==> src/design/iqdf_pkg.sv <==
// Shared package of the I/Q DC-blocking decimating FIR filter.
// Holds sizes, register and mode codes, control structs and the saturation helper.
// Has no dependencies.
package iqdf_pkg;

    localparam int MAX_TAPS    = 64;
    localparam int SAMPLE_BITS = 16;
    localparam int TAP_W       = $clog2(MAX_TAPS);
    localparam int CNT_W       = TAP_W + 1;
    localparam int COEF_W      = 16;
    localparam int BETA_W      = 16;
    localparam int DC_FRAC     = 16;
    localparam int COEF_FRAC   = 15;
    localparam int DC_W        = SAMPLE_BITS + DC_FRAC;
    localparam int PROD_W      = SAMPLE_BITS + COEF_W;
    localparam int ACC_W       = PROD_W + TAP_W;
    localparam int SAT_W       = 48;

    localparam int DECIM_W     = 7;
    localparam int TAPS_W      = 7;
    localparam int MAX_DECIM   = 64;
    localparam int CFG_IDX_W   = 2;
    localparam int CFG_DATA_W  = 16;

    localparam int IN_I_LO       = 0;
    localparam int IN_Q_LO       = SAMPLE_BITS;
    localparam int IN_IDX_LO     = 2 * SAMPLE_BITS;
    localparam int IN_COEF_LO    = IN_IDX_LO + TAP_W;
    localparam int IN_FIELDS_W   = IN_COEF_LO + COEF_W;
    localparam int IN_TDATA_W    = ((IN_FIELDS_W + 7) / 8) * 8;
    localparam int OUT_TDATA_W   = 2 * SAMPLE_BITS;

    localparam logic MODE_SAMPLE = 1'b0;
    localparam logic MODE_COEF   = 1'b1;

    typedef enum logic [CFG_IDX_W-1:0] {
        REG_DECIM = 2'd0,
        REG_TAPS  = 2'd1,
        REG_BETA  = 2'd2
    } cfg_reg_t;

    typedef logic signed [SAMPLE_BITS-1:0] sample_t;
    typedef logic signed [COEF_W-1:0]      coef_t;

    typedef struct packed {
        logic rotate;
        logic write;
    } chain_ctl_t;

    typedef struct packed {
        logic hit;
        logic last;
        logic active;
    } cell_sel_t;

    typedef struct packed {
        logic tap;
        logic mul;
        logic acc;
        logic clear;
        logic round;
    } mac_ctl_t;

    localparam logic signed [SAT_W-1:0] SAT_HI = SAT_W'((1 << (SAMPLE_BITS - 1)) - 1);
    localparam logic signed [SAT_W-1:0] SAT_LO = -SAT_HI - SAT_W'(1);

    function automatic sample_t sat_sample(input logic signed [SAT_W-1:0] v);
        sample_t r;
        if (v > SAT_HI)
            r = sample_t'(SAT_HI);
        else if (v < SAT_LO)
            r = sample_t'(SAT_LO);
        else
            r = v[SAMPLE_BITS-1:0];
        return r;
    endfunction

endpackage

==> src/design/iqdf_mac.sv <==
// Multiply-accumulate unit of one rail: tap register, product register, accumulator,
// and the rounding and saturation of the sum. Depends on iqdf_pkg.
module iqdf_mac (
    input  logic                clk,
    input  iqdf_pkg::mac_ctl_t  ctl,
    input  iqdf_pkg::sample_t   hist,
    input  iqdf_pkg::coef_t     coef,
    output iqdf_pkg::sample_t   result
);
    import iqdf_pkg::*;

    sample_t                  h_reg;
    logic signed [PROD_W-1:0] prod_reg;
    logic signed [ACC_W-1:0]  acc_reg;
    logic signed [ACC_W:0]    acc_rnd;
    sample_t                  res_reg;

    assign acc_rnd = $signed({acc_reg[ACC_W-1], acc_reg}) + (ACC_W+1)'(1 << (COEF_FRAC - 1));

    always_ff @(posedge clk)
    begin
        if (ctl.tap)
        begin
            h_reg <= hist;
        end
        if (ctl.mul)
        begin
            prod_reg <= h_reg * coef;
        end
        if (ctl.clear)
        begin
            acc_reg <= '0;
        end
        else if (ctl.acc)
        begin
            acc_reg <= acc_reg + ACC_W'(prod_reg);
        end
        if (ctl.round)
        begin
            res_reg <= sat_sample(SAT_W'($signed(acc_rnd[ACC_W:COEF_FRAC])));
        end
    end

    assign result = res_reg;

endmodule
==> config.mk <==
export PLATFORM = sky130hd
export DESIGN_NAME = iqdf_mac
export DESIGN_NICKNAME = d
export VERILOG_FILES = /design/src/design/iqdf_pkg.sv /design/src/design/iqdf_mac.sv
export SDC_FILE = /design/constraint.sdc
export NUM_CORES = 1
export LEC_CHECK = 0
export BUFFER_PORTS_ARGS = -buffer_cell sky130_fd_sc_hd__buf_2
export CELL_PAD_IN_SITES_DETAIL_PLACEMENT = 1
export CELL_PAD_IN_SITES_GLOBAL_PLACEMENT = 2
export CORE_MARGIN = 5
export CORE_UTILIZATION = 38
export DETAILED_ROUTE_END_ITERATION = 6
export GPL_ROUTABILITY_DRIVEN = 0
export PLACE_DENSITY = 0.89
export REMOVE_ABC_BUFFERS = 1
export SYNTH_ARGS = -nofsm -noshare
export SYNTH_HDL_FRONTEND = slang
export SYNTH_SLANG_ARGS = --single-unit
export TNS_END_PERCENT = 20
==> constraint.sdc <==
create_clock -name clk -period 7 [get_ports clk]
set_clock_uncertainty 0.15 [all_clocks]
set_input_delay 0.7 -clock clk [delete_from_list [all_inputs] [get_ports clk]]
set_output_delay 0.7 -clock clk [all_outputs]
set_load 0.02 [all_outputs]
==> out/summary.txt <==
simple-gate share of the synthesized area - 14.1%
min Tclk post-route - 6.72 ns
CTS Buffer Depth - 2
XOR/XNOR Fraction of Synth Area - 4.61%
max-slew violations - 0
# nets final - 2,160
Least-Margin Pin Slew - 0.684 ns
die area - 0.0451 mm²
GRT Util Overall - 17.2%
Reg clk slew, reported paths - 0.08 ns
Post-Syn Instances - 1,646
Root Buffer - clkbuf_16
hold depth - 1
Avg Cell Area, Syn - 9.46 µm²
area of the mapped netlist - 0.0156 mm²
share of the synthesized area in the top cell type - 33.8%
global-route wire length before repair - 63.3 mm
EDFF count, synth - 64
vias in the first global route - 12,500
worst relative slew slack - 54.4%
antenna fix cells - 0
via count - 11,200
worst-skew pair later-pin latency - 0.38 ns
CP Data Arrival Time - 6.70 ns
status - finished, final reports clean
worst r2r dst - prod_reg[27]
Chip Width - 212 µm
leading area contributor after synthesis - fa_1
leading cell types by count after synthesis - inv_1, fa_1, nand2_1
global route overflow - 0
mux cell area share after synthesis - 1.86%
# IOs - 54
TritonCTS clock tree - done
Required @ worst endpoint - 6.98 ns
endpoint type of the worst setup path - register
largest family of logic cells by synthesized area - adder cells
total clock buffers created by CTS - 9
critical path type - reg -> reg
First-pass DRT Iterations - 4
CP max FO - 11
share of cells above drive strength 1 - 9.63%
worst r2r path cells - 21
class of the worst hold path - in -> reg
Worst Setup EP - prod_reg[27]
residual DRC count - 0
pin count of the biggest net entering global routing - 50
#FFs+latches synth - 102
routed wire length - 37.5 mm
Synth Area in Compound Gates - 8.85%
CTS HTree Levels - 3
ranking of synthesized cells by area - fa_1, edfxtp_1, ha_1, inv_1, and2_1
max-cap violation count - 0
setup TNS - 0 ns
reg-to-reg startpoint - h_reg[6]
Hold Vio Cnt, Final - 0
distinct cell type count after synthesis - 73
adder-cell share of the synthesized area - 43.5%
hold_buf cts - 0
final-report setup violation count - 0
area of the core - 0.0406 mm²
Syn. warnings - 0
PortBufs - 53
Initial Util - 38.3%
average wire per standard cell - 16.5 µm
internal reg-to-reg setup slack - 0.28 ns
Peak Freq - 149 MHz
initial DRC count - 459
most frequent cell after synthesis - inv_1
Most used DFF post-synth - edfxtp_1
num rows - 74
post-synthesis sequential area ratio - 17.2%
drt via density - 4.90
Detailed Place HPWL - 32.4 mm
crit share post-route - 95.9%
clk sink count - 102
Die H - 212 µm
post-route ant nets - 0
Setup crit start kind - register
Worst Setup SP - h_reg[6]
Synth async-reset ratio - 0%
max reg flops - 38
Area growth, synth to finish - 10.7%
initial antenna violation count - 0
==> cell families (layout without fill, tap and decap cells) <==
kind of cell,after synthesis,in the layout
xor+xnor,82,82
simple gates,445,445
fa+ha+maj,383,383
buf+inv,399,497
compound gates,206,206
flops,102,102
mux,29,29
==> stage by stage <==
stage / utilization, % / area, µm² / hold slack, ns / instances / setup slack [ns]
2_1_floorplan: - / 15300 / 0.315 / 1596 / 0.343
3_3_place_gp: 41.5 / 16900 / 0.327 / 2255 / -0.0653
3_5_place_dp: 41.5 / 16900 / 0.340 / 2255 / -0.128
4_1_cts: 42.2 / 17200 / 0.331 / 2271 / 0.167
5_1_grt: 42.4 / 17200 / 0.336 / 2276 / -0.0111
6_report: 42.4 / 17200 / 0.345 / 2276 / 0.285
==> area by class of cell <==
cell class,count,area (µm²)
tap,532,666
fill,4681,23400
clock inverter,7,81.3
multi-input combinational,1145,11400
timing repair buffer,132,900
sequential,102,2680
inverter,349,1310
clock buffer,9,225
==> worst max-delay path, stage by stage, from the launching register on <==
cell and delay [ns]:
edfxtp_1 0.47, buf_4 0.23, and2_1 0.17, fa_1 0.53
inv_1 0.06, fa_1 0.52, fa_1 0.53, inv_1 0.05
fa_1 0.47, fa_1 0.54, inv_1 0.05, fa_1 0.54
inv_1 0.05, ha_1 0.37, a211oi_1 0.28, a31oi_1 0.16
a311o_1 0.35, a311o_1 0.34, a21o_1 0.19, a21o_1 0.17
a21oi_1 0.16, xnor2_1 0.08
==> metal layers <==
layer  GRT usage (%)  vias to the layer above  wire (µm)
li1                -                     5334          -
met1            23.0                     5640      17300
met2            29.7                      162      18300
met3            2.83                       26       1350
met4            3.40                        0        512
met5               0                        -          0
==> worst min-delay path by stage <==
stage / from / to
2_1_floorplan: acc_reg[0] / acc_reg[0]
3_3_place_gp: acc_reg[4] / acc_reg[4]
3_5_place_dp: acc_reg[0] / acc_reg[0]
4_1_cts: hist[3] / h_reg[3]
5_1_grt: hist[0] / h_reg[0]
6_report: hist[3] / h_reg[3]
==> timing repair <==
action	4_1_cts	5_1_grt
setup buffers	0	5
setup endpoints to repair	0	4
gates resized for setup	0	5
==> cells in the final DEF (no fill, tap or decap), drive strengths merged, types with 4 or more instances in the layout <==
| master | netlist | final |
|---|---|---|
| clkbuf | 46 | 9 |
| ha | 120 | 120 |
| nand4 | 7 | 7 |
| nand2 | 159 | 159 |
| nand2b | 14 | 14 |
| a21o | 34 | 34 |
| o21a | 8 | 8 |
| inv | 349 | 353 |
| o2111ai | 4 | 4 |
| dfxtp | 38 | 38 |
| and3 | 14 | 14 |
| o21ai | 41 | 41 |
| nor2b | 8 | 8 |
| a21boi | 6 | 6 |
| o211ai | 4 | 4 |
| a21oi | 57 | 57 |
| nand3 | 22 | 22 |
| edfxtp | 64 | 64 |
| buf | 4 | 132 |
| xnor2 | 48 | 48 |
| xor2 | 34 | 34 |
| o21bai | 8 | 8 |
| mux2i | 29 | 29 |
| nor3 | 4 | 4 |
| or3 | 5 | 5 |
| a31oi | 9 | 9 |
| fa | 263 | 263 |
| and2 | 126 | 126 |
| nor2 | 72 | 72 |
| a211oi | 8 | 8 |
Power is not shown: default switching activity piles up to over one toggle a cycle in this logic, so the estimate is an artifact.
