--- src/design/iqdf_pkg.sv ---
// Shared package of the I/Q DC-blocking decimating FIR filter.
// Holds sizes, register and mode codes, control structs and the saturation helper.
// Has no dependencies.
package iqdf_pkg;

    localparam int MAX_TAPS    = 64;
    localparam int SAMPLE_BITS = 16;
    localparam int TAP_W       = $clog2(MAX_TAPS);
    localparam int CNT_W       = TAP_W + 1;
    localparam int COEF_W      = 16;
    localparam int BETA_W      = 16;
    localparam int DC_FRAC     = 16;
    localparam int COEF_FRAC   = 15;
    localparam int DC_W        = SAMPLE_BITS + DC_FRAC;
    localparam int PROD_W      = SAMPLE_BITS + COEF_W;
    localparam int ACC_W       = PROD_W + TAP_W;
    localparam int SAT_W       = 48;

    localparam int DECIM_W     = 7;
    localparam int TAPS_W      = 7;
    localparam int MAX_DECIM   = 64;
    localparam int CFG_IDX_W   = 2;
    localparam int CFG_DATA_W  = 16;

    localparam int IN_I_LO       = 0;
    localparam int IN_Q_LO       = SAMPLE_BITS;
    localparam int IN_IDX_LO     = 2 * SAMPLE_BITS;
    localparam int IN_COEF_LO    = IN_IDX_LO + TAP_W;
    localparam int IN_FIELDS_W   = IN_COEF_LO + COEF_W;
    localparam int IN_TDATA_W    = ((IN_FIELDS_W + 7) / 8) * 8;
    localparam int OUT_TDATA_W   = 2 * SAMPLE_BITS;

    localparam logic MODE_SAMPLE = 1'b0;
    localparam logic MODE_COEF   = 1'b1;

    typedef enum logic [CFG_IDX_W-1:0] {
        REG_DECIM = 2'd0,
        REG_TAPS  = 2'd1,
        REG_BETA  = 2'd2
    } cfg_reg_t;

    typedef logic signed [SAMPLE_BITS-1:0] sample_t;
    typedef logic signed [COEF_W-1:0]      coef_t;

    typedef struct packed {
        logic rotate;
        logic write;
    } chain_ctl_t;

    typedef struct packed {
        logic hit;
        logic last;
        logic active;
    } cell_sel_t;

    typedef struct packed {
        logic tap;
        logic mul;
        logic acc;
        logic clear;
        logic round;
    } mac_ctl_t;

    localparam logic signed [SAT_W-1:0] SAT_HI = SAT_W'((1 << (SAMPLE_BITS - 1)) - 1);
    localparam logic signed [SAT_W-1:0] SAT_LO = -SAT_HI - SAT_W'(1);

    function automatic sample_t sat_sample(input logic signed [SAT_W-1:0] v);
        sample_t r;
        if (v > SAT_HI)
            r = sample_t'(SAT_HI);
        else if (v < SAT_LO)
            r = sample_t'(SAT_LO);
        else
            r = v[SAMPLE_BITS-1:0];
        return r;
    endfunction

endpackage

--- src/design/iqdf_dc.sv ---
// DC tracker of one rail: error against the running estimate, rounded error out,
// and estimate update by beta times the error over three steps. Depends on iqdf_pkg.
module iqdf_dc (
    input  logic                          clk,
    input  logic                          rst_n,
    input  logic [iqdf_pkg::BETA_W-1:0]   beta,
    input  iqdf_pkg::sample_t             sample,
    input  logic                          err_en,
    input  logic                          mul_en,
    input  logic                          commit,
    output iqdf_pkg::sample_t             err
);
    import iqdf_pkg::*;

    localparam int E_W   = DC_W + 1;
    localparam int P_W   = E_W + BETA_W + 1;
    localparam int NDC_W = DC_W + 3;

    localparam logic signed [NDC_W-1:0] DC_HI =
        NDC_W'(((1 << (SAMPLE_BITS - 1)) - 1) << DC_FRAC);
    localparam logic signed [NDC_W-1:0] DC_LO = -DC_HI - NDC_W'(1 << DC_FRAC);

    logic signed [DC_W-1:0]  dc_reg, dc_next;
    logic signed [E_W-1:0]   e_reg, e_next;
    logic signed [P_W-1:0]   prod_reg, prod_next;
    sample_t                 err_reg, err_next;
    logic signed [E_W:0]     e_rnd;
    logic signed [NDC_W-1:0] nd;

    always_comb
    begin
        e_next = $signed({sample[SAMPLE_BITS-1], sample, {DC_FRAC{1'b0}}})
               - $signed({dc_reg[DC_W-1], dc_reg});
        prod_next = e_reg * $signed({1'b0, beta});
        e_rnd = $signed({e_reg[E_W-1], e_reg}) + (E_W+1)'(1 << (DC_FRAC - 1));
        err_next = sat_sample(SAT_W'($signed(e_rnd[E_W:DC_FRAC])));
        nd = NDC_W'(dc_reg) + NDC_W'($signed(prod_reg[P_W-1:DC_FRAC]));
        if (nd > DC_HI)
            dc_next = DC_HI[DC_W-1:0];
        else if (nd < DC_LO)
            dc_next = DC_LO[DC_W-1:0];
        else
            dc_next = nd[DC_W-1:0];
    end

    always_ff @(posedge clk or negedge rst_n)
    begin
        if (!rst_n)
        begin
            dc_reg <= '0;
        end
        else if (commit)
        begin
            dc_reg <= dc_next;
        end
    end

    always_ff @(posedge clk)
    begin
        if (err_en)
        begin
            e_reg <= e_next;
        end
        if (mul_en)
        begin
            prod_reg <= prod_next;
            err_reg  <= err_next;
        end
    end

    assign err = err_reg;

endmodule

--- config.mk ---
export PLATFORM = sky130hd
export DESIGN_NAME = iqdf_dc
export DESIGN_NICKNAME = d
export VERILOG_FILES = /design/src/design/iqdf_pkg.sv /design/src/design/iqdf_dc.sv
export SDC_FILE = /design/constraint.sdc
export NUM_CORES = 2
export LEC_CHECK = 0
export ABC_CLOCK_PERIOD_IN_PS = 6500
export BUFFER_PORTS_ARGS = -buffer_cell sky130_fd_sc_hd__buf_4
export CAP_MARGIN = 10
export CORE_MARGIN = 2
export CORE_UTILIZATION = 40
export CTS_BUF_LIST = sky130_fd_sc_hd__clkbuf_2
export DETAILED_ROUTE_END_ITERATION = 10
export SLEW_MARGIN = 10
export SYNTH_ARGS = -nofsm -noshare
export SYNTH_HDL_FRONTEND = slang
export SYNTH_SLANG_ARGS = --single-unit
--- constraint.sdc ---
create_clock -name clk -period 6.5 [get_ports clk]
set_input_delay 1.625 -clock clk [delete_from_list [all_inputs] [get_ports clk]]
set_output_delay 1.625 -clock clk [all_outputs]
set_load 0.005 [all_outputs]
==> run metrics <==
share of the synthesized area in the top cell type 40.10%; Die Ht 254.3 um; CP Launch Type input pin; Crit Path Class in -> reg; worst rel slew slack 27.29%; Overflow after GRT 0; hold path depth 2; initial antenna violation count 2; Root Buffer clkbuf_2; clk sinks 115; reg-to-reg startpoint e_reg[12]$_DFFE_PP_; ranking of synthesized cells by instance count 609 x inv_1, 502 x fa_1, 408 x nand2_1; routability cong. 0.8883; Worst-Skew Late Latency 0.78 ns; Worst Hold Path EP dc_reg[19]$_DFFE_PN0P_; outcome complete, but fails checks; Hold Vio Cnt, Final 0; drt total wl 70420 um; Final setup viols 17; delay of the slowest critical-path stage 0.53 ns; R2R depth 23; TritonRoute pass-1 iters 6; critical path required time 7.08 ns; Total Die Area 0.06467 mm^2; IO Count 53; register area share after synthesis 13.14%; MaxCap Viol Count 0; RSZ-0062 raised after global routing yes; Slew Limit Fails 0; DP HPWL 58040 um; Vias 19446; Synth Area per Inst 9.220 um^2; core footprint 0.06183 mm^2; gate count of the mapped netlist 2718; actual slew at the worst max-slew pin 1.091 ns; Synth-to-Final Area Change 18.17%; highest fanout seen on the critical path 7; Worst Skew 0.04064 ns; Yosys cell types 82; CTS Buf Count 17; pin count of the biggest net entering global routing between 50 and 60; CTS H-tree depth 4; post-route antenna net violation count 0; Rows around 90; Max clock buf depth 2; CTS tree yes; post-layout net count 3662; # DRC 0; Tcrit/Tclk final 106.4%; Synth Register Bits 115; WL per Instance 18.50 um; Post-Layout Inst Area 0.02961 mm^2; Top cell by count, worst path fa_1; area of the multi-input gates 0.01954 mm^2; IO Port Bufs 52; die width 254.3 um; GRT Util Overall 22.85%; layout cells sized above 1 17.59%; Post-Synthesis Net Count about 3400; initial drt markers 1466; vias in the first global route 20875; most common cell in the netlist inv_1; Vias/cell 5.109; setup ws final -0.4181 ns; Setup WS pre-CTS -1.395 ns; initial core utilization 40.53%; DP Area 0.02836 mm^2; largest cells by area after synthesis fa_1 40%, edfxtp_1 9.9%, inv_1 9.1%, ha_1 8.4%, nand2_1 6.1%; worst hold start dc_reg[19]$_DFFE_PN0P_; Hold Crit Class reg -> reg; ys async rst share 27.83%; CP Capture Type flip-flop; Synth area leader fa_1; min Tclk post-route 6.918 ns; Worst R2R End prod_reg[45]$_DFFE_PP_; max reg flops 34; Worst-path clk slew 0.20 ns; EDFF count, synth 83; reg-to-reg slack, setup -0.21 ns; fmax 0.1445 GHz; Cell Area, Synth 0.02506 mm^2; Crit path arrival time 7.50 ns; ys flop type edfxtp_1; Post-CTS Hold Buffers 0; register area around 0.0033 mm^2; Yosys warning count 0; critical path's slowest cell fa_1; failing checks setup timing; filler instances 5760; first-pass GRT wire length 114500 um
layout by cell type, fill, tap and decap left out, types with 10 or more instances in the layout:
master | synthesis | final
inv_1 | 609 | 594
fa_1 | 502 | 479
nand2_1 | 408 | 399
buf_4 | 0 | 274
and2_1 | 185 | 168
ha_1 | 169 | 155
edfxtp_1 | 83 | 83
xnor2_1 | 66 | 66
nor2_1 | 70 | 64
a21oi_1 | 62 | 49
nor3_1 | 47 | 43
o21ai_0 | 43 | 40
dfrtp_1 | 32 | 32
buf_12 | 0 | 30
xor2_1 | 29 | 28
nand3_1 | 28 | 26
fa_2 | 0 | 23
buf_6 | 3 | 22
nand4_1 | 21 | 21
a21o_1 | 20 | 20
o21a_1 | 21 | 20
and2_4 | 0 | 18
and3_1 | 18 | 18
clkbuf_2 | 0 | 17
a22o_1 | 16 | 16
inv_2 | 0 | 15
nand2b_1 | 13 | 12
or3_1 | 12 | 12
ha_4 | 0 | 12
a21oi_2 | 0 | 10
a22oi_2 | 10 | 10
repair_timing:
item                       4_1_cts  5_1_grt
setup endpoints to repair       18       21
pin swaps                       64       52
gates cloned                     6        0
resized for setup              121       52
setup buffers                   13       13
final cells by class:
class                   instances  share of cell area (%)
inverters                     609                   7.719
well taps                     837                   3.536
clock inverters                15                  0.5408
multi-input cells            1873                   65.97
clock buffers                  17                  0.2873
diodes                          2                 0.01690
repair buffers                338                   10.81
flip-flops and latches        115                   11.12
routing by layer:
metal / routed length, um / GRT usage, % / share of wire [%] / vias up
met5: 0 / 0 / 0 / -
met4: 1119 / 5.143 / 1.6 / 0
met3: 5584 / 4.021 / 7.9 / 70
met2: 32580 / 35.94 / 46 / 691
met1: 31140 / 32.98 / 44 / 9858
li1: - / - / - / 8827
cell families after synthesis:
| kind of cell | count (synthesis) | share of synthesized area (%) |
|---|---|---|
| AOI/OAI and AO/OA | 266 | 7.804 |
| xor gates and xnor gates | 95 | 3.320 |
| adders and majority gates | 671 | 48.54 |
| buffers and inverters | 730 | 11.06 |
| DFF | 115 | 13.14 |
| muxes | 2 | 0.07989 |
| and+or+nand+nor | 839 | 16.06 |
worst max-delay path by stage:
stage | from | endpoint | slack (ns)
3_3_place_gp | beta[2] | prod_reg[48]$_DFFE_PP_ | -1.36
2_1_floorplan | beta[5] | prod_reg[45]$_DFFE_PP_ | -0.70
6_report | beta[5] | prod_reg[45]$_DFFE_PP_ | -0.42
4_1_cts | beta[5] | prod_reg[45]$_DFFE_PP_ | -0.43
3_5_place_dp | beta[2] | prod_reg[49]$_DFFE_PP_ | -1.40
5_1_grt | beta[5] | prod_reg[45]$_DFFE_PP_ | -0.53
critical path: cells and delay by family:
family,cells,cell delay (ns)
compound gates,9,1.55
buf+inv,6,0.42
simple gates,3,0.71
fa+ha+maj,7,3.16
metrics by stage:
stage,setup TNS [ns],utilization (%),std cells,hold WS [ns]
after floorplan,-9.186,-,2718,0.5365
after global placement,-31.26,45.86,3743,0.5593
after detailed placement,-32.50,45.86,3743,0.5689
after CTS,-3.369,47.43,3793,0.5915
after global routing,-6.040,47.90,3806,0.6296
final,-4.170,47.90,3806,0.5873
Power is not shown: default switching activity piles up to over one toggle a cycle in this logic, so the estimate is an artifact.
