==> config.mk <==
export PLATFORM = sky130hd
export DESIGN_NAME = iqdf_ram
export DESIGN_NICKNAME = d
export VERILOG_FILES = /design/src/design/iqdf_ram.sv
export SDC_FILE = /design/constraint.sdc
export NUM_CORES = 1
export LEC_CHECK = 0
export ABC_AREA = 1
export BUFFER_PORTS_ARGS = -buffer_cell sky130_fd_sc_hd__buf_2
export CAP_MARGIN = 0
export CELL_PAD_IN_SITES_DETAIL_PLACEMENT = 1
export CELL_PAD_IN_SITES_GLOBAL_PLACEMENT = 2
export CORE_MARGIN = 2
export CORE_UTILIZATION = 47
export DETAILED_ROUTE_END_ITERATION = 6
export PLACE_DENSITY_LB_ADDON = 0.1
export SLEW_MARGIN = 30
export SYNTH_ARGS = -nofsm -noshare
export SYNTH_HDL_FRONTEND = slang
export SYNTH_SLANG_ARGS = --single-unit
==> constraint.sdc <==
create_clock -name clk -period 8.65 [get_ports clk]
set_input_delay 2.1625 -clock clk [delete_from_list [all_inputs] [get_ports clk]]
set_output_delay 2.1625 -clock clk [all_outputs]
set_load 0.005 [all_outputs]
==> src/design/iqdf_ram.sv <==
// Generic single-write, single-read RAM with a registered read port.
// Depends on nothing; used for the coefficient table.
module iqdf_ram #(
    parameter int WIDTH = 16,
    parameter int DEPTH = 64
) (
    input  logic                     clk,
    input  logic                     wr_en,
    input  logic [$clog2(DEPTH)-1:0] wr_addr,
    input  logic [WIDTH-1:0]         wr_data,
    input  logic                     rd_en,
    input  logic [$clog2(DEPTH)-1:0] rd_addr,
    output logic [WIDTH-1:0]         rd_data
);

    logic [WIDTH-1:0] mem_reg [DEPTH];
    logic [WIDTH-1:0] rd_data_reg;

    always_ff @(posedge clk)
    begin
        if (wr_en)
        begin
            mem_reg[wr_addr] <= wr_data;
        end
        if (rd_en)
        begin
            rd_data_reg <= mem_reg[rd_addr];
        end
    end

    assign rd_data = rd_data_reg;

endmodule

==> impl_metrics.json, run 1 <==
{
  "hold_viol_final": 0,
  "areaGrowthSynthToFinish_pct": 10.7,
  "rsz0062_at_grt": "false",
  "reg2reg_slack_ns": 6.77,
  "r2r-start": "mem_reg[31][8]",
  "worst_pin_slew_ns": 1.01,
  "min_from": "mem_reg[13][0]",
  "fin_crit_ns": 4.88,
  "clk_pin_slew_worst_paths_ns": 0.06,
  "cts_hold_buffers": 0,
  "crit_fanout": 139,
  "die_h_um": 304,
  "status": "complete, no violations",
  "die-area_sq_mm": 0.0923,
  "initial_core_util": 0.476,
  "timing.fmax_ghz": 0.205,
  "crit_required_ns": 9.08,
  "drive_gt1_frac": 0.0837,
  "synth_area_per_cell_sq_um": 12.0,
  "dr.pass1.iters": 5,
  "cts_root_buf": "clkbuf_16",
  "pin_count": 47,
  "cts_buffers": 108,
  "clock-sinks": 1040,
  "grt-ovfl-total": 0,
  "clockBufferDepth": 3,
  "leakage_nw": 16.8,
  "syn_nets": 3548,
  "wirelength_um": 130000,
  "wl_per_cell_um": 27.0,
  "fin_setup_tns_ns": 0,
  "most-common-layout-cells": "nand2_1 (1,296), edfxtp_1 (1,040), nand3_1 (871)",
  "yosys_warnings": 0,
  "ir_drop_uv": 184,
  "final_nets": 3577,
  "finalCritPeriodShare": 0.564,
  "drc_errors": 0,
  "num_vias": 27900,
  "drtIter0Drc": 2760,
  "dp.cells": 4599,
  "r2r-end": "rd_data[8]",
  "powerDensity_mw_per_mm2": 229,
  "skew_ns": 0.0237,
  "postLayoutCellArea_sq_mm": 0.0468,
  "ctsResizeCount": 0,
  "grt_start_max_net_pins": 219,
  "post-cts-setup-buffers": 0,
  "hold_path_depth": 8,
  "placed_area_sq_mm": 0.0434,
  "grt_pass1_wl_um": 191000,
  "syn_area_sq_mm": 0.0423,
  "largest_reg_flops": 1024,
  "hold_path_class": "flop to flop",
  "antenna_left": 0,
  "setup_viol": 0,
  "whs_endpoint": "rd_data[0]",
  "antenna_found_initial": 10,
  "grt_util_all_layers": 0.281,
  "clkLatencyLatePin_ns": 0.69,
  "cts_tree": "yes",
  "grt_pass1_vias": 28700,
  "ys_seq_area_frac": 0.739,
  "synth_top_area_frac": 0.739,
  "relSlewSlack": 0.329,
  "core_region_area_sq_mm": 0.0888,
  "yosys_register_bits": 1040,
  "gp_congestion": 0.800,
  "final_common_cell": "nand2_1",
  "stdcell_count": 4798,
  "portBuffers": 46,
  "dpl.hpwl_um": 70500,
  "num_rows": 109,
  "yosysTopAreaCell": "edfxtp_1",
  "synth_cell_types": 15,
  "die-width_um": 304,
  "cp-end-kind": "flop",
  "vias_per_cell": 5.82,
  "maxCapViolCount": 0,
  "r2r_cells": 8,
  "start_kind": "primary input",
  "worstSetupPathType": "primary input to flop",
  "synthCells": 3517,
  "critPathArrivalTime_ns": 5.31,
  "final-max-slew-violation-count": 0,
  "ys_top_cells_by_area": "edfxtp_1 (74%), nand2_1 (12%), nand3_1 (10%)",
  "htree_levels": 3
}
through the flow:
step	setup slack, ns	power (mW)	utilization	hold slack (ns)
floorplan	3.93	6.08	-	0.797
global placement	3.19	6.37	0.489	0.865
detailed placement	3.12	6.39	0.489	0.891
CTS	3.84	10.8	0.526	0.907
global route	3.61	11.0	0.527	0.982
finish	3.77	10.7	0.527	0.906
critical path, stage by stage:
cell and delay (ns):
buf_8 0.61, inv_16 0.24, buf_16 0.35, buf_12 0.38, nand2_1 0.17, nand3_1 0.08
nand3_1 0.12, nand2_1 0.08, nand2_1 0.13, nand3_1 0.38, nand3_1 0.23, nand2_1 0.08
layout make-up:
type                            instances  area, sq um
Inverter                               12         77.6
Tap cell                             1165         1460
Timing Repair Buffer                  144         1080
Clock inverter                         61          479
Clock buffer                          134         2820
Antenna cell                            2         5.00
Multi-Input combinational cell       2240         9620
Sequential cell                      1040        31200
Fill cell                            9097        42000
worst max-delay path by stage:
stage | startpoint | endpoint | slack [ns] | depth (start not counted)
after floorplan | wr_en | mem_reg[48][0] | 3.93 | 3
after global placement | rd_addr[1] | rd_data[8] | 3.19 | 10
after detailed placement | rd_addr[1] | rd_data[6] | 3.12 | 10
after CTS | rd_addr[1] | rd_data[6] | 3.84 | 10
after global routing | rd_addr[0] | rd_data[6] | 3.61 | 12
final | rd_addr[0] | rd_data[6] | 3.77 | 12
cells by family after synthesis:
logic type	after synthesis	share of synthesized area
flops	1040	0.739
simple gates	2240	0.226
buf+inv	237	0.0352
per-layer routing:
| metal | vias up | wire length [um] | GRT usage |
|---|---|---|---|
| li1 | 12400 | - | - |
| met1 | 14400 | 54800 | 0.385 |
| met2 | 867 | 61200 | 0.449 |
| met3 | 199 | 10500 | 0.0670 |
| met4 | 14 | 3200 | 0.0818 |
| met5 | - | 96 | 0 |
cells in the mapped netlist:
cell         n
buf_1       17
buf_2      113
buf_4       19
buf_6       49
buf_8        1
clkbuf_1    26
edfxtp_1  1040
inv_1        9
inv_2        2
inv_8        1
nand2_1   1296
nand3_1    871
nand4_1      9
nor2_1      56
nor4_1       8
power breakdown:
group / internal [mW] / switching (mW) / leakage (nW) / total, mW
logic: 0.148 / 0.521 / 5.77 / 0.669
clock network: 2.53 / 1.90 / 1.62 / 4.43
registers: 5.59 / 0.0278 / 9.37 / 5.62
Note: power is estimated with default switching activity, not from simulation.
==> run 2, diff against run 1 <==
--- a/config.mk
+++ b/config.mk
@@ -5,13 +5,13 @@
 export SDC_FILE = /design/constraint.sdc
 export NUM_CORES = 1
 export LEC_CHECK = 0
-export ABC_AREA = 1
+export ABC_AREA = 0
 export BUFFER_PORTS_ARGS = -buffer_cell sky130_fd_sc_hd__buf_2
 export CAP_MARGIN = 0
 export CELL_PAD_IN_SITES_DETAIL_PLACEMENT = 1
 export CELL_PAD_IN_SITES_GLOBAL_PLACEMENT = 2
 export CORE_MARGIN = 2
-export CORE_UTILIZATION = 47
+export CORE_UTILIZATION = 51
 export DETAILED_ROUTE_END_ITERATION = 6
 export PLACE_DENSITY_LB_ADDON = 0.1
 export SLEW_MARGIN = 30
==> constraint.sdc (replaced) <==
create_clock -name clk -period 4.85 [get_ports clk]
set_input_delay 1.2125 -clock clk [delete_from_list [all_inputs] [get_ports clk]]
set_output_delay 1.2125 -clock clk [all_outputs]
set_load 0.005 [all_outputs]
==> run 2 against run 1 <==
Against the previous run: via count shrank 31%; total power grew 80%; combinational power grew 41%; core utilization grew 6.0 points; register-to-register slack lost 4.4 ns; routed wire length shrank 21%; die area shrank 12%; non-clock buffer count grew 23; critical endpoint is now rd_data[2].
==> impl_metrics.json, run 2 <==
{
  "synth_edf_count": 1040,
  "drtIter0Drc": 1901,
  "final_nets": 2030,
  "relSlewSlack": 0.410,
  "yosys_warnings": 0,
  "fin_crit_ns": 3.42,
  "leakage_nw": 14.6,
  "clock-sinks": 1040,
  "synth_common_cells": "edfxtp_1 (1,040), mux4_2 (220), mux2i_1 (85)",
  "antenna_left": 0,
  "synth_area_per_cell_sq_um": 22.0,
  "vias_per_cell": 6.17,
  "final_common_cell": "edfxtp_1",
  "pin_count": 47,
  "yosysMostFrequentCell": "edfxtp_1",
  "post-cts-setup-buffers": 0,
  "most-common-layout-cells": "edfxtp_1 (1,040), mux4_2 (220), buf_4 (113)",
  "initial_core_util": 0.517,
  "clk_pin_slew_worst_paths_ns": 0.06,
  "grt_start_max_net_pins": 100,
  "wl_per_cell_um": 32.7,
  "powerDensity_mw_per_mm2": 422,
  "reg2reg_slack_ns": 2.32,
  "synthCells": 1829,
  "num_vias": 19300,
  "maxCapViolCount": 0,
  "die-area_sq_mm": 0.0811,
  "ctsResizeCount": 0,
  "synthArstFlopShare": 0,
  "largest_reg_flops": 1024,
  "grt_pass1_vias": 20400,
  "synth_cell_types": 42,
  "drive_gt1_frac": 0.279,
  "skew_ns": 0.0210,
  "drc_errors": 0,
  "worstSetupPathType": "primary input to flop",
  "yosys_register_bits": 1040,
  "dp_slack_ns": 0.832,
  "start_kind": "primary input",
  "grt-ovfl-total": 0,
  "syn_nets": 1860,
  "areaGrowthSynthToFinish_pct": 13.5,
  "whs_endpoint": "rd_data[14]",
  "critPathArrivalTime_ns": 3.83,
  "final-max-slew-violation-count": 0,
  "die-width_um": 285,
  "hold_path_class": "flop to flop",
  "grt_util_all_layers": 0.257,
  "finalCritPeriodShare": 0.705,
  "min_from": "mem_reg[56][14]",
  "htree_levels": 3,
  "yosysTopAreaCell": "edfxtp_1",
  "r2r_cells": 5,
  "cts_hold_buffers": 0,
  "status": "complete, no violations",
  "cts_buffers": 105,
  "antenna_found_initial": 6,
  "setup_viol": 0,
  "crit_fanout": 47,
  "rsz0062_at_grt": "false",
  "synth_top_area_frac": 0.777,
  "num_rows": 102,
  "hold_viol_final": 0,
  "wirelength_um": 102000,
  "syn_area_sq_mm": 0.0402,
  "cts_tree": "yes",
  "portBuffers": 46,
  "cp-end-kind": "flop",
  "die_h_um": 285,
  "postLayoutSetupSlackWorst_ns": 1.43,
  "hold_path_depth": 5,
  "synth_ff_type": "edfxtp_1",
  "ir_drop_uv": 327,
  "n_antenna_cell": 0,
  "gp_congestion": 0.801,
  "ys_seq_area_frac": 0.777,
  "dr.pass1.iters": 5,
  "cts_root_buf": "clkbuf_16",
  "ys_top_cells_by_area": "edfxtp_1 (78%), mux4_2 (12%), mux2i_1 (2.1%)",
  "core_region_area_sq_mm": 0.0777,
  "clkLatencyLatePin_ns": 0.67,
  "fin_setup_tns_ns": 0,
  "worst_pin_slew_ns": 0.885,
  "clockBufferDepth": 3,
  "grt_pass1_wl_um": 148000,
  "crit_required_ns": 5.26,
  "timing.fmax_ghz": 0.292,
  "r2r-end": "rd_data[4]",
  "dpl.hpwl_um": 61900,
  "r2r-start": "mem_reg[9][4]"
}
[run 2: cell types whose count changed in the layout (fill, tap and decap cells not counted), sizes merged, moves of 10 or more]
cell    before  now
mux4         0  224
mux2         0   27
mux2i        0   85
a21oi        0   17
nor2b        0   30
buf        144  167
a22oi        0   39
nand2     1296   60
clkbuf     134  124
inv         13    3
a221oi       0   16
nor2        56   74
nand3      871   24
[run 2: worst max-delay path, cell delays in order]
cell and delay (ns):
buf_6 0.48, buf_12 0.35, mux4_2 0.41, mux2_2 0.29, nand2_1 0.08, nand4_1 0.48
and4_1 0.41
[run 2: cells by family (layout without fill, tap and decap cells)]
logic type             after synthesis  in the layout  share of synthesized area
AND/OR/NAND/NOR                    220            220                     0.0264
flip-flops                        1040           1040                      0.777
AO/OA/AOI/OAI                      129            129                     0.0240
buffers and inverters              104            363                     0.0182
multiplexers                       336            336                      0.155
[run 2: worst max path at each step]
stage,start,endpoint,slack [ns],depth (start not counted)
after CTS,rd_addr[0],rd_data[2],1.49,7
after global routing,rd_addr[0],rd_data[11],1.36,7
final,rd_addr[1],rd_data[2],1.43,7
after detailed placement,rd_addr[0],rd_data[15],0.83,8
after floorplan,wr_addr[3],mem_reg[48][0],1.60,4
after global placement,rd_addr[0],rd_data[15],0.82,8
[run 2: cell type report]
class / count / area, sq um
multi-input cells: 685 / 8280
clock buffers: 124 / 2740
flip-flops and latches: 1040 / 31200
well taps: 1040 / 1300
clock inverters: 72 / 791
repair buffers: 167 / 1290
fillers: 6436 / 32100
[run 2: routing by layer]
| metal | wire (um) | share of wire | up-vias | global-route usage |
|---|---|---|---|---|
| met1 | 42900 | 0.42 | 10400 | 0.363 |
| met3 | 7250 | 0.071 | 158 | 0.0592 |
| met4 | 2930 | 0.029 | 6 | 0.0746 |
| met5 | 32 | 0.00031 | - | 0 |
| met2 | 49200 | 0.48 | 680 | 0.407 |
| li1 | - | - | 8037 | - |
[run 2: report_power, final]
group          internal (mW)  total [mW]  leakage, nW  switching (mW)
combinational          0.336       0.944         3.46           0.608
clock                   4.89        8.32         1.74            3.43
sequential              9.97        10.0         9.37          0.0301
[run 2: stage by stage]
step                cells  utilization  total power, mW  hold WS (ns)  area (sq um)
finish               3128        0.587             19.3         0.990         45600
global route         3128        0.587             19.8          1.02         45600
CTS                  3128        0.587             19.4         0.979         45600
detailed placement   2932        0.542             11.1         0.969         42100
global placement     2930        0.541             11.1         0.961         42100
floorplan            1829            -             10.7         0.828         40200
